File: src/hdl/tpw_pkg.sv
// shared types and constants for the threshold pair weight update block
`default_nettype none

package tpw_pkg;

    localparam int W_WIDTH       = 32;
    localparam int Z_WIDTH       = 48;
    localparam int ACC_WIDTH_DEF = 48;
    localparam int IDX_WIDTH     = 3;

    localparam logic [W_WIDTH-1:0] ONE_Q24 = 32'h0100_0000;
    localparam logic [63:0]        ONE_Q32 = 64'h0000_0001_0000_0000;
    localparam logic [63:0]        Z_MAX   = 64'h0000_FFFF_FFFF_FFFF;

    localparam logic [IDX_WIDTH-1:0] REG_THETA_LOW        = 3'd0;
    localparam logic [IDX_WIDTH-1:0] REG_THETA_HIGH       = 3'd1;
    localparam logic [IDX_WIDTH-1:0] REG_NO_VOTE_DEFAULT  = 3'd2;
    localparam logic [IDX_WIDTH-1:0] REG_FACTOR_CORRECT   = 3'd3;
    localparam logic [IDX_WIDTH-1:0] REG_FACTOR_INCORRECT = 3'd4;
    localparam logic [IDX_WIDTH-1:0] REG_CAP_ENABLE       = 3'd5;

    localparam logic [W_WIDTH-1:0] THETA_LOW_RST  = 32'h0000_0000;
    localparam logic [W_WIDTH-1:0] THETA_HIGH_RST = 32'h7FFF_FFFF;

    typedef struct packed {
        logic               en;
        logic               changed;
        logic               last;
        logic [W_WIDTH-1:0] weight;
        logic [W_WIDTH-1:0] new_weight;
    } t_acc_step;

endpackage

`default_nettype wire

File: src/hdl/tpw_ifs.sv
// channel interfaces for pair input, result output and register writes
`default_nettype none

interface tpw_in_if;
    logic        valid;
    logic        ready;
    logic signed [31:0] left_value;
    logic        left_votes;
    logic signed [31:0] right_value;
    logic        right_votes;
    logic [31:0] cur_weight;
    logic [31:0] weight_cap;
    logic        last_pair;

    modport source (
        output valid, left_value, left_votes, right_value, right_votes,
        output cur_weight, weight_cap, last_pair,
        input  ready
    );
    modport sink (
        input  valid, left_value, left_votes, right_value, right_votes,
        input  cur_weight, weight_cap, last_pair,
        output ready
    );
endinterface

interface tpw_out_if;
    logic        valid;
    logic        ready;
    logic [31:0] new_weight;
    logic        pair_changed;
    logic        pass_done;
    logic [47:0] z_total;

    modport source (
        output valid, new_weight, pair_changed, pass_done, z_total,
        input  ready
    );
    modport sink (
        input  valid, new_weight, pair_changed, pass_done, z_total,
        output ready
    );
endinterface

interface tpw_cfg_if;
    logic        valid;
    logic        ready;
    logic [2:0]  index;
    logic [31:0] data;

    modport source (
        output valid, index, data,
        input  ready
    );
    modport sink (
        input  valid, index, data,
        output ready
    );
endinterface

`default_nettype wire

File: src/hdl/tpw_accum.sv
// running weight sums with saturation and the normaliser for the last pair
`default_nettype none

module tpw_accum #(
    parameter int ACC_WIDTH = tpw_pkg::ACC_WIDTH_DEF
) (
    input  logic                           i_clk,
    input  logic                           i_rst_n,
    input  tpw_pkg::t_acc_step             i_step,
    output logic [tpw_pkg::Z_WIDTH-1:0]    o_z
);

    localparam int XW = ((ACC_WIDTH > tpw_pkg::Z_WIDTH) ? ACC_WIDTH : tpw_pkg::Z_WIDTH) + 2;
    localparam logic [XW-1:0] ONE_X  = XW'(tpw_pkg::ONE_Q32);
    localparam logic [XW-1:0] ZMAX_X = XW'(tpw_pkg::Z_MAX);
    localparam logic [XW-1:0] ZLIM_X = XW'(tpw_pkg::Z_MAX - tpw_pkg::ONE_Q32);

    logic [ACC_WIDTH-1:0] r_sum_before;
    logic [ACC_WIDTH-1:0] r_sum_after;
    logic [ACC_WIDTH-1:0] r_snap_before;
    logic [ACC_WIDTH-1:0] r_snap_after;
    logic                 r_snap_last;

    logic [ACC_WIDTH:0]   add_before;
    logic [ACC_WIDTH:0]   add_after;
    logic [ACC_WIDTH-1:0] upd_before;
    logic [ACC_WIDTH-1:0] upd_after;
    logic [ACC_WIDTH-1:0] n_sum_before;
    logic [ACC_WIDTH-1:0] n_sum_after;

    logic [XW-1:0]        sb;
    logic [XW-1:0]        sa;
    logic [XW-1:0]        diff_ba;
    logic [XW-1:0]        diff_ab;
    logic [XW-1:0]        z_x;

    // saturating add of this pair's weights
    always_comb begin
        add_before = {1'b0, r_sum_before} + (ACC_WIDTH+1)'(i_step.weight);
        add_after  = {1'b0, r_sum_after}  + (ACC_WIDTH+1)'(i_step.new_weight);
        upd_before = r_sum_before;
        upd_after  = r_sum_after;
        if (i_step.changed) begin
            upd_before = add_before[ACC_WIDTH] ? '1 : add_before[ACC_WIDTH-1:0];
            upd_after  = add_after[ACC_WIDTH]  ? '1 : add_after[ACC_WIDTH-1:0];
        end
        n_sum_before = i_step.last ? '0 : upd_before;
        n_sum_after  = i_step.last ? '0 : upd_after;
    end

    always_ff @(posedge i_clk) begin
        if (!i_rst_n) begin
            r_sum_before <= '0;
            r_sum_after  <= '0;
        end else if (i_step.en) begin
            r_sum_before <= n_sum_before;
            r_sum_after  <= n_sum_after;
        end
    end

    always_ff @(posedge i_clk) begin
        if (i_step.en) begin
            r_snap_before <= upd_before;
            r_snap_after  <= upd_after;
            r_snap_last   <= i_step.last;
        end
    end

    // z = 1 - before + after, clamped
    always_comb begin
        sb      = XW'(r_snap_before);
        sa      = XW'(r_snap_after);
        diff_ba = sb - sa;
        diff_ab = sa - sb;
        if (sb > sa) begin
            z_x = (diff_ba >= ONE_X) ? '0 : (ONE_X - diff_ba);
        end else begin
            z_x = (diff_ab > ZLIM_X) ? ZMAX_X : (ONE_X + diff_ab);
        end
        o_z = r_snap_last ? z_x[tpw_pkg::Z_WIDTH-1:0] : '0;
    end

endmodule

`default_nettype wire

File: src/hdl/threshold_pair_weight_update.sv
// top level of the threshold pair weight update block
//
// Takes one pair word per cycle unless the result side stalls, and returns one result word per
// pair, in order. A result word passes six registers after its pair is accepted: input
// register, vote and operand select, the 32x32 multiply, weight saturation, the running sums,
// then the result register. The running sums are updated in a single stage, so consecutive
// pairs never wait on each other. Each stage holds its word while the next is full, so
// back-pressure on the result side stalls only as far as needed.
// Registers are written through the configuration channel, which is always ready.
`default_nettype none

module threshold_pair_weight_update #(
    parameter int ACC_WIDTH = tpw_pkg::ACC_WIDTH_DEF
) (
    input  logic       i_clk,
    input  logic       i_rst_n,
    tpw_cfg_if.sink    i_cfg,
    tpw_in_if.sink     i_in,
    tpw_out_if.source  o_out
);

    localparam int WW = tpw_pkg::W_WIDTH;

    // configuration
    logic signed [WW-1:0] r_theta_low;
    logic signed [WW-1:0] r_theta_high;
    logic                 r_no_vote_default;
    logic [WW-1:0]        r_factor_correct;
    logic [WW-1:0]        r_factor_incorrect;
    logic                 r_cap_enable;

    // stage valids
    logic r_v1, r_v2, r_v3, r_v4, r_v5, r_vo;
    logic rdy1, rdy2, rdy3, rdy4, rdy5, rdyo;

    // stage 1: input register
    logic signed [WW-1:0] r_s1_left_value;
    logic                 r_s1_left_votes;
    logic signed [WW-1:0] r_s1_right_value;
    logic                 r_s1_right_votes;
    logic [WW-1:0]        r_s1_weight;
    logic [WW-1:0]        r_s1_cap;
    logic                 r_s1_last;

    logic                 h0;
    logic                 h1;
    logic [WW-1:0]        factor;
    logic                 capped;
    logic [WW-1:0]        op_a;
    logic [WW-1:0]        op_b;

    // stage 2: operands
    logic [WW-1:0]        r_s2_op_a;
    logic [WW-1:0]        r_s2_op_b;
    logic [WW-1:0]        r_s2_weight;
    logic                 r_s2_changed;
    logic                 r_s2_capped;
    logic                 r_s2_last;

    // stage 3: product
    logic [2*WW-1:0]      r_s3_prod;
    logic [WW-1:0]        r_s3_weight;
    logic                 r_s3_changed;
    logic                 r_s3_capped;
    logic                 r_s3_last;

    logic [2*WW-25:0]     shifted;
    logic [2*WW-24:0]     cap_sum;
    logic [WW-1:0]        n_weight;

    // stage 4: updated weight
    logic [WW-1:0]        r_s4_new_weight;
    logic [WW-1:0]        r_s4_weight;
    logic                 r_s4_changed;
    logic                 r_s4_last;

    // stage 5: sums taken
    logic [WW-1:0]        r_s5_new_weight;
    logic                 r_s5_changed;
    logic                 r_s5_last;

    // result register
    logic [WW-1:0]               r_o_new_weight;
    logic                        r_o_pair_changed;
    logic                        r_o_pass_done;
    logic [tpw_pkg::Z_WIDTH-1:0] r_o_z_total;

    tpw_pkg::t_acc_step          acc_step;
    logic [tpw_pkg::Z_WIDTH-1:0] z_value;

    assign i_cfg.ready = 1'b1;

    always_ff @(posedge i_clk) begin
        if (!i_rst_n) begin
            r_theta_low        <= tpw_pkg::THETA_LOW_RST;
            r_theta_high       <= tpw_pkg::THETA_HIGH_RST;
            r_no_vote_default  <= 1'b0;
            r_factor_correct   <= tpw_pkg::ONE_Q24;
            r_factor_incorrect <= tpw_pkg::ONE_Q24;
            r_cap_enable       <= 1'b0;
        end else if (i_cfg.valid) begin
            unique case (i_cfg.index)
                tpw_pkg::REG_THETA_LOW:        r_theta_low        <= i_cfg.data;
                tpw_pkg::REG_THETA_HIGH:       r_theta_high       <= i_cfg.data;
                tpw_pkg::REG_NO_VOTE_DEFAULT:  r_no_vote_default  <= i_cfg.data[0];
                tpw_pkg::REG_FACTOR_CORRECT:   r_factor_correct   <= i_cfg.data;
                tpw_pkg::REG_FACTOR_INCORRECT: r_factor_incorrect <= i_cfg.data;
                tpw_pkg::REG_CAP_ENABLE:       r_cap_enable       <= i_cfg.data[0];
                default: ;
            endcase
        end
    end

    // a stage takes a word when empty or when its word moves on
    assign rdyo = !r_vo || o_out.ready;
    assign rdy5 = !r_v5 || rdyo;
    assign rdy4 = !r_v4 || rdy5;
    assign rdy3 = !r_v3 || rdy4;
    assign rdy2 = !r_v2 || rdy3;
    assign rdy1 = !r_v1 || rdy2;

    assign i_in.ready = rdy1;

    always_ff @(posedge i_clk) begin
        if (!i_rst_n) begin
            r_v1 <= 1'b0;
            r_v2 <= 1'b0;
            r_v3 <= 1'b0;
            r_v4 <= 1'b0;
            r_v5 <= 1'b0;
            r_vo <= 1'b0;
        end else begin
            if (rdy1) r_v1 <= i_in.valid;
            if (rdy2) r_v2 <= r_v1;
            if (rdy3) r_v3 <= r_v2;
            if (rdy4) r_v4 <= r_v3;
            if (rdy5) r_v5 <= r_v4;
            if (rdyo) r_vo <= r_v5;
        end
    end

    always_ff @(posedge i_clk) begin
        if (rdy1) begin
            r_s1_left_value  <= i_in.left_value;
            r_s1_left_votes  <= i_in.left_votes;
            r_s1_right_value <= i_in.right_value;
            r_s1_right_votes <= i_in.right_votes;
            r_s1_weight      <= i_in.cur_weight;
            r_s1_cap         <= i_in.weight_cap;
            r_s1_last        <= i_in.last_pair;
        end
    end

    // votes and multiplier operands
    always_comb begin
        h0 = r_s1_left_votes
           ? ((r_s1_left_value > r_theta_low) && (r_s1_left_value <= r_theta_high))
           : r_no_vote_default;
        h1 = r_s1_right_votes
           ? ((r_s1_right_value > r_theta_low) && (r_s1_right_value <= r_theta_high))
           : r_no_vote_default;
        factor = h1 ? r_factor_correct : r_factor_incorrect;
        capped = r_cap_enable && (r_s1_weight >= r_s1_cap) && (factor > tpw_pkg::ONE_Q24);
        op_a   = capped ? (factor - tpw_pkg::ONE_Q24) : factor;
        op_b   = capped ? r_s1_cap : r_s1_weight;
    end

    always_ff @(posedge i_clk) begin
        if (rdy2) begin
            r_s2_op_a    <= op_a;
            r_s2_op_b    <= op_b;
            r_s2_weight  <= r_s1_weight;
            r_s2_changed <= (h0 != h1);
            r_s2_capped  <= capped;
            r_s2_last    <= r_s1_last;
        end
    end

    always_ff @(posedge i_clk) begin
        if (rdy3) begin
            r_s3_prod    <= r_s2_op_a * r_s2_op_b;
            r_s3_weight  <= r_s2_weight;
            r_s3_changed <= r_s2_changed;
            r_s3_capped  <= r_s2_capped;
            r_s3_last    <= r_s2_last;
        end
    end

    // q8.56 product back to q0.32, added to the weight when capped, saturated
    always_comb begin
        shifted = r_s3_prod[2*WW-1:24];
        cap_sum = (2*WW-23)'(r_s3_weight) + (2*WW-23)'(shifted);
        if (!r_s3_changed) begin
            n_weight = r_s3_weight;
        end else if (r_s3_capped) begin
            n_weight = (|cap_sum[2*WW-24:WW]) ? '1 : cap_sum[WW-1:0];
        end else begin
            n_weight = (|shifted[2*WW-25:WW]) ? '1 : shifted[WW-1:0];
        end
    end

    always_ff @(posedge i_clk) begin
        if (rdy4) begin
            r_s4_new_weight <= n_weight;
            r_s4_weight     <= r_s3_weight;
            r_s4_changed    <= r_s3_changed;
            r_s4_last       <= r_s3_last;
        end
    end

    always_comb begin
        acc_step.en         = r_v4 && rdy5;
        acc_step.changed    = r_s4_changed;
        acc_step.last       = r_s4_last;
        acc_step.weight     = r_s4_weight;
        acc_step.new_weight = r_s4_new_weight;
    end

    tpw_accum #(
        .ACC_WIDTH (ACC_WIDTH)
    ) u_accum (
        .i_clk   (i_clk),
        .i_rst_n (i_rst_n),
        .i_step  (acc_step),
        .o_z     (z_value)
    );

    always_ff @(posedge i_clk) begin
        if (rdy5) begin
            r_s5_new_weight <= r_s4_new_weight;
            r_s5_changed    <= r_s4_changed;
            r_s5_last       <= r_s4_last;
        end
    end

    always_ff @(posedge i_clk) begin
        if (rdyo) begin
            r_o_new_weight   <= r_s5_new_weight;
            r_o_pair_changed <= r_s5_changed;
            r_o_pass_done    <= r_s5_last;
            r_o_z_total      <= z_value;
        end
    end

    assign o_out.valid        = r_vo;
    assign o_out.new_weight   = r_o_new_weight;
    assign o_out.pair_changed = r_o_pair_changed;
    assign o_out.pass_done    = r_o_pass_done;
    assign o_out.z_total      = r_o_z_total;

endmodule

`default_nettype wire
File: src/flat_wrapper.sv
// flat-port wrapper written by rule: the top's interface ports become plain ports
module threshold_pair_weight_update_flat 
#(
    parameter int ACC_WIDTH = tpw_pkg::ACC_WIDTH_DEF
)
  (i_clk, i_rst_n, i_cfg_valid, i_cfg_index, i_cfg_data, i_cfg_ready, i_in_valid, i_in_left_value, i_in_left_votes, i_in_right_value, i_in_right_votes, i_in_cur_weight, i_in_weight_cap, i_in_last_pair, i_in_ready, o_out_valid, o_out_new_weight, o_out_pair_changed, o_out_pass_done, o_out_z_total, o_out_ready);
  tpw_cfg_if i_cfg_i ();
  tpw_in_if i_in_i ();
  tpw_out_if o_out_i ();
  input  logic i_clk;
  input  logic i_rst_n;
  input wire logic [$bits(i_cfg_i.valid)-1:0] i_cfg_valid;
  input wire logic [$bits(i_cfg_i.index)-1:0] i_cfg_index;
  input wire logic [$bits(i_cfg_i.data)-1:0] i_cfg_data;
  output wire logic [$bits(i_cfg_i.ready)-1:0] i_cfg_ready;
  input wire logic [$bits(i_in_i.valid)-1:0] i_in_valid;
  input wire logic [$bits(i_in_i.left_value)-1:0] i_in_left_value;
  input wire logic [$bits(i_in_i.left_votes)-1:0] i_in_left_votes;
  input wire logic [$bits(i_in_i.right_value)-1:0] i_in_right_value;
  input wire logic [$bits(i_in_i.right_votes)-1:0] i_in_right_votes;
  input wire logic [$bits(i_in_i.cur_weight)-1:0] i_in_cur_weight;
  input wire logic [$bits(i_in_i.weight_cap)-1:0] i_in_weight_cap;
  input wire logic [$bits(i_in_i.last_pair)-1:0] i_in_last_pair;
  output wire logic [$bits(i_in_i.ready)-1:0] i_in_ready;
  output wire logic [$bits(o_out_i.valid)-1:0] o_out_valid;
  output wire logic [$bits(o_out_i.new_weight)-1:0] o_out_new_weight;
  output wire logic [$bits(o_out_i.pair_changed)-1:0] o_out_pair_changed;
  output wire logic [$bits(o_out_i.pass_done)-1:0] o_out_pass_done;
  output wire logic [$bits(o_out_i.z_total)-1:0] o_out_z_total;
  input wire logic [$bits(o_out_i.ready)-1:0] o_out_ready;
  assign i_cfg_i.valid = i_cfg_valid;
  assign i_cfg_i.index = i_cfg_index;
  assign i_cfg_i.data = i_cfg_data;
  assign i_cfg_ready = i_cfg_i.ready;
  assign i_in_i.valid = i_in_valid;
  assign i_in_i.left_value = i_in_left_value;
  assign i_in_i.left_votes = i_in_left_votes;
  assign i_in_i.right_value = i_in_right_value;
  assign i_in_i.right_votes = i_in_right_votes;
  assign i_in_i.cur_weight = i_in_cur_weight;
  assign i_in_i.weight_cap = i_in_weight_cap;
  assign i_in_i.last_pair = i_in_last_pair;
  assign i_in_ready = i_in_i.ready;
  assign o_out_valid = o_out_i.valid;
  assign o_out_new_weight = o_out_i.new_weight;
  assign o_out_pair_changed = o_out_i.pair_changed;
  assign o_out_pass_done = o_out_i.pass_done;
  assign o_out_z_total = o_out_i.z_total;
  assign o_out_i.ready = o_out_ready;
  threshold_pair_weight_update #(.ACC_WIDTH(ACC_WIDTH)) u_core (.i_clk(i_clk), .i_rst_n(i_rst_n), .i_cfg(i_cfg_i), .i_in(i_in_i), .o_out(o_out_i));
endmodule
File: config.mk
export PLATFORM = sky130hd
export DESIGN_NAME = threshold_pair_weight_update_flat
export DESIGN_NICKNAME = d
export VERILOG_FILES = /design/src/hdl/tpw_pkg.sv /design/src/hdl/tpw_ifs.sv /design/src/hdl/tpw_accum.sv /design/src/hdl/threshold_pair_weight_update.sv /design/src/flat_wrapper.sv
export SDC_FILE = /design/constraint.sdc
export NUM_CORES = 2
export LEC_CHECK = 0
export ABC_CLOCK_PERIOD_IN_PS = 15600
export BUFFER_PORTS_ARGS = -buffer_cell sky130_fd_sc_hd__buf_4
export CAP_MARGIN = 20
export CELL_PAD_IN_SITES_DETAIL_PLACEMENT = 2
export CELL_PAD_IN_SITES_GLOBAL_PLACEMENT = 2
export CORE_AREA = 5 5 445 403
export DETAILED_ROUTE_END_ITERATION = 10
export DIE_AREA = 0 0 450 408
export PLACE_DENSITY = 0.95
export SYNTH_ARGS = -nofsm -noshare
export SYNTH_HDL_FRONTEND = slang
export SYNTH_SLANG_ARGS = --single-unit
File: constraint.sdc
create_clock -name i_clk -period 15.6 [get_ports i_clk]
set_clock_uncertainty 0.05 [all_clocks]
set_input_delay 3.12 -clock i_clk [delete_from_list [all_inputs] [get_ports i_clk]]
set_output_delay 3.12 -clock i_clk [all_outputs]
set_load 0.1 [all_outputs]
==> parameters.txt, run 1 <==
Parameter                              Value

Floorplanning
  Effective utilization at floorplan    44.63%
  Die Span Y    408 um
  Floorplan row count    146
  I/O Pins    256
  Die Span X    450 um

Clock tree
  Total clock sinks    816
  # resized after CTS    0
  Maximum buffer depth of the clock tree    3
  Number of buffers inserted during clock tree synthesis    92
  Number of buffers inserted for hold repair after clock tree synthesis    0
  Setup repair bufs after CTS    0
  H-Tree Level Count    3
  Root Driver    clkbuf_16

Logic synthesis
  Yosys Warn Count    0
  Flops & latches, synth    816
  Mapped cell area    77940 sq um
  Top cell types by occurrence after synthesis    inv_1 (1166), nand2_1 (929), fa_1 (900)
  Distinct cell type count after synthesis    104
  Async set or reset register ratio after synthesis    0%
  Total nets after synthesis    9674
  Post-synth top area cell    fa_1
  Proportion of netlist area held by the largest area contributor    23.12%
  Mean cell area of the mapped netlist    9.760 sq um
  Most common cell in the synthesized netlist    inv_1
  Number of synthesized flops with an enable pin    584
  Number of instances in the synthesized netlist    7986
  Primary flip-flop cell chosen by synthesis mapping    edfxtp_1
  Biggest area contributors in the synthesized netlist    fa_1 (23%), edfxtp_1 (22%), ha_1 (9.9%)
  Sequential element share of the synthesized area    28.46%

Placement
  Detailed placement HPWL    288600 um
  Number of buffers inserted by port buffering    254
  Final estimated routing congestion in global placement    0.9250

Run status
  Run status    did not finish
  Failing step    global routing (5_1_grt)
  Tool error    [ERROR GRT-0116] Global routing finished with congestion. Check the congestion regions in the DRC Viewer.

Global routing
  Vias in the first global route    88052
  Maximum number of pins on one net before global-route repair    104
  Wire length of the first global-routing pass    693800 um
  GRT overflow    73
  Overall Global Routing Usage    53.41%
-- cell families after synthesis --
group / count (synthesis) / share of synthesized area (%)
multiplexers: 82 / 1.151
XOR/XNOR: 264 / 2.976
buffers and inverters: 1545 / 7.497
flip-flops: 816 / 28.46
AO/OA/AOI/OAI: 1391 / 11.79
other: 1 / 0.004811
adder cells (fa/ha/maj): 1517 / 33.02
AND/OR/NAND/NOR: 2370 / 15.10
-- routing by layer --
metal | overflow | global-route usage [%]
met1 | 5 | 53.52
met2 | 35 | 74.63
met3 | 3 | 31.86
met4 | 30 | 51.34
met5 | 0 | 14.14
-- per-stage QoR --
step                      setup WS, ns  hold slack (ns)  area (sq um)  util [%]  instances
after CTS                        5.312           0.3671         85350     48.87      10429
after detailed placement         5.718           0.3566         82120     47.02      10255
after global placement           6.437           0.3509         82090     47.00      10254
after floorplan                  3.496           0.3503         77940         -       7986
==> inputs of run 2 (changes only) <==
--- a/config.mk
+++ b/config.mk
@@ -8,12 +8,10 @@
 export ABC_CLOCK_PERIOD_IN_PS = 15600
 export BUFFER_PORTS_ARGS = -buffer_cell sky130_fd_sc_hd__buf_4
 export CAP_MARGIN = 20
-export CELL_PAD_IN_SITES_DETAIL_PLACEMENT = 2
-export CELL_PAD_IN_SITES_GLOBAL_PLACEMENT = 2
-export CORE_AREA = 5 5 445 403
+export CORE_AREA = 5 5 516 518
 export DETAILED_ROUTE_END_ITERATION = 10
-export DIE_AREA = 0 0 450 408
-export PLACE_DENSITY = 0.95
+export DIE_AREA = 0 0 521 523
+export PLACE_DENSITY_LB_ADDON = 0.15
 export SYNTH_ARGS = -nofsm -noshare
 export SYNTH_HDL_FRONTEND = slang
 export SYNTH_SLANG_ARGS = --single-unit
==> parameters.txt, run 2 <==
Parameter                              Value

Clock tree
  Number of buffers inserted during clock tree synthesis    106 (+15%)
  Number of buffers inserted for hold repair after clock tree synthesis    0 (unchanged)
  Maximum buffer depth of the clock tree    3 (unchanged)
  Clock latency on the worst-skew pair    0.79 ns
  Clock tree from TritonCTS    built
  Root Driver    clkbuf_16
  # resized after CTS    0 (unchanged)
  Clock-pin transition on the worst setup and hold timing paths    0.07 ns
  Total clock sinks    816 (unchanged)
  H-Tree Level Count    3 (unchanged)
  Setup repair bufs after CTS    0 (unchanged)

Layout
  Final #Nets    9765
  Share of final-layout standard cells stronger than drive strength 1    8.412%
  Highest-count cells in the layout ignoring fill and taps    inv_1 (1163), nand2_1 (926), fa_1 (900)
  Area growth from synthesis to layout    11.90%
  Fraction of the core area covered by cells at the end of the flow    33.41%
  Final instance count without filler cells    11591
  Most common cell after layout, fill and taps aside    inv_1

Global routing
  Vias in the first global route    59884
  Wire length of the first global-routing pass    395900 um
  GRT overflow    0
  Maximum number of pins on one net before global-route repair    106
  Initial antenna violation count    11
  Overall Global Routing Usage    19.15%

Critical path
  Crit path arrival time    9.92 ns
  Crit Reg-Reg Endpoint    u_core.r_s3_prod[63]
  Kind of critical path    flop to flop
  Number of cells on the critical path    27
  Slack of the worst reg-to-reg path    6.11 ns
  Most common cell on crit path    fa_1
  CP max stage delay    1.10 ns
  CP Capture Type    flop
  Kind of start point of the critical path    flop
  Buffers plus inverters on the worst setup path    6
  Critical path's slowest cell    edfxtp_1
  Reg-to-Reg Start    u_core.r_s2_op_b[6]
  Data required time of the worst path    16.03 ns
  R2R cell count    27
  Largest delay contributor family on the critical path    adder cells
  Highest fanout seen on the critical path    32

Logic synthesis
  Proportion of netlist area held by the largest area contributor    23.12% (unchanged)
  Flops & latches, synth    816 (unchanged)
  Total nets after synthesis    9674 (unchanged)
  Sequential element share of the synthesized area    28.46% (unchanged)
  Biggest area contributors in the synthesized netlist    fa_1 (23%), edfxtp_1 (22%), ha_1 (9.9%)
  Yosys Warn Count    0 (unchanged)
  Async set or reset register ratio after synthesis    0% (unchanged)
  Primary flip-flop cell chosen by synthesis mapping    edfxtp_1
  Number of instances in the synthesized netlist    7986 (unchanged)
  Number of synthesized flops with an enable pin    584 (unchanged)
  Distinct cell type count after synthesis    104 (unchanged)
  Most common cell in the synthesized netlist    inv_1
  Top cell types by occurrence after synthesis    inv_1 (1166), nand2_1 (929), fa_1 (900)
  Mean cell area of the mapped netlist    9.760 sq um (unchanged)
  Mapped cell area    77940 sq um (unchanged)
  Post-synth top area cell    fa_1

Floorplanning
  Core Area    261100 sq um
  Die Span X    521 um (+16%)
  Die area    272500 sq um
  I/O Pins    256 (unchanged)
  Floorplan row count    188 (+29%)
  Die Span Y    523 um (+28%)
  Effective utilization at floorplan    29.85% (-15 points)

Placement
  Detailed placement HPWL    203800 um (-29%)
  Cell count after placement    11385 (+11%)
  Final estimated routing congestion in global placement    0.8993 (-2.8%)
  Worst setup slack before clock tree synthesis    6.051 ns (+0.3331 ns)
  Number of buffers inserted by port buffering    254 (unchanged)

Detailed routing
  Detailed-router iteration count before antenna repair    6
  Post-Route WL    264000 um
  Number of DRC markers in iteration 0    3702
  Remaining routing DRC violations    0
  Routed wire length per instance    22.77 um
  Number of vias in the routed layout    57416
  Antenna Violating Nets Remaining    0
  Via density    4.953

Flow run
  Maxcap violations    0

STA
  Maximum clock frequency    0.1054 GHz
  Hold Fails Final Rpt    0
  Setup repair after global routing missed its margin    false
  Min Clock Period, post-route    9.488 ns
  Number of max-slew violations in the final report    0
  Transition time of the tightest slew-check pin    1.130 ns
  Final setup vio count    0
  Setup slack after layout    6.112 ns
  Worst slack on hold paths    0.3420 ns
  Accumulated negative setup slack    0 ns
  Final worst path period share    60.82%
  Slew headroom    24.64%

Pwr
  Worst vdd rail ir drop    0.09806 mV
  P per Cell Area    85.38 nW/um^2
  Leakage power    38.92 nW

Hold path
  Worst hold path endpoint    u_core.r_s4_last
  Class of the most critical hold timing path    flop to flop
  Hold Crit Depth    0
  Beginning of the worst hold path    u_core.r_s3_last

Run status
  Run status    finished, final reports clean
run 2: final cells by class:
type,instances,area [sq um]
fillers,26850,173900
diodes,4,10.01
clock buffers,136,2816
well taps,3420,4279
multi-input cells,5625,50010
inverters,1166,4382
flip-flops and latches,816,22180
repair buffers,362,2826
clock inverters,62,714.4
run 2: routing by layer:
metal,global-route usage [%],vias up,share of wire (%)
li1,-,26678,-
met5,0,-,0.018
met2,32.54,1327,48
met3,2.257,259,4.3
met4,4.258,8,2.5
met1,26.22,29144,45
run 2: per-stage QoR:
step	instance area, sq um	total power [mW]
5_1_grt	87210	7.874
3_3_place_gp	83530	4.976
3_5_place_dp	83600	4.985
2_1_floorplan	77940	4.175
6_report	87220	7.447
4_1_cts	87130	7.560
run 2: power breakdown:
group | switching (mW) | total (mW) | internal (mW)
Sequential | 0.151 | 2.69 | 2.54
Clock | 1.08 | 2.50 | 1.42
Combinational | 1.45 | 2.25 | 0.807
run 2: logic make-up after synthesis:
kind of cell	Yosys count	synth area share (%)
AND/OR/NAND/NOR	2370	15.10
buffers and inverters	1545	7.497
multiplexers	82	1.151
other	1	0.004811
flip-flops	816	28.46
AO/OA/AOI/OAI	1391	11.79
XOR/XNOR	264	2.976
adder cells (fa/ha/maj)	1517	33.02
run 2: worst max path at each step:
stage	startpoint	to	slack, ns
floorplan	o_out_ready	i_in_ready	3.50
global route	u_core.r_s2_op_b[6]	u_core.r_s3_prod[63]	5.55
global placement	u_core.r_s2_op_b[6]	u_core.r_s3_prod[63]	6.09
detailed placement	u_core.r_s2_op_b[6]	u_core.r_s3_prod[63]	6.05
CTS	u_core.r_s2_op_b[6]	u_core.r_s3_prod[63]	5.98
finish	u_core.r_s2_op_b[6]	u_core.r_s3_prod[63]	6.11
(Power assumes the default switching activity.)
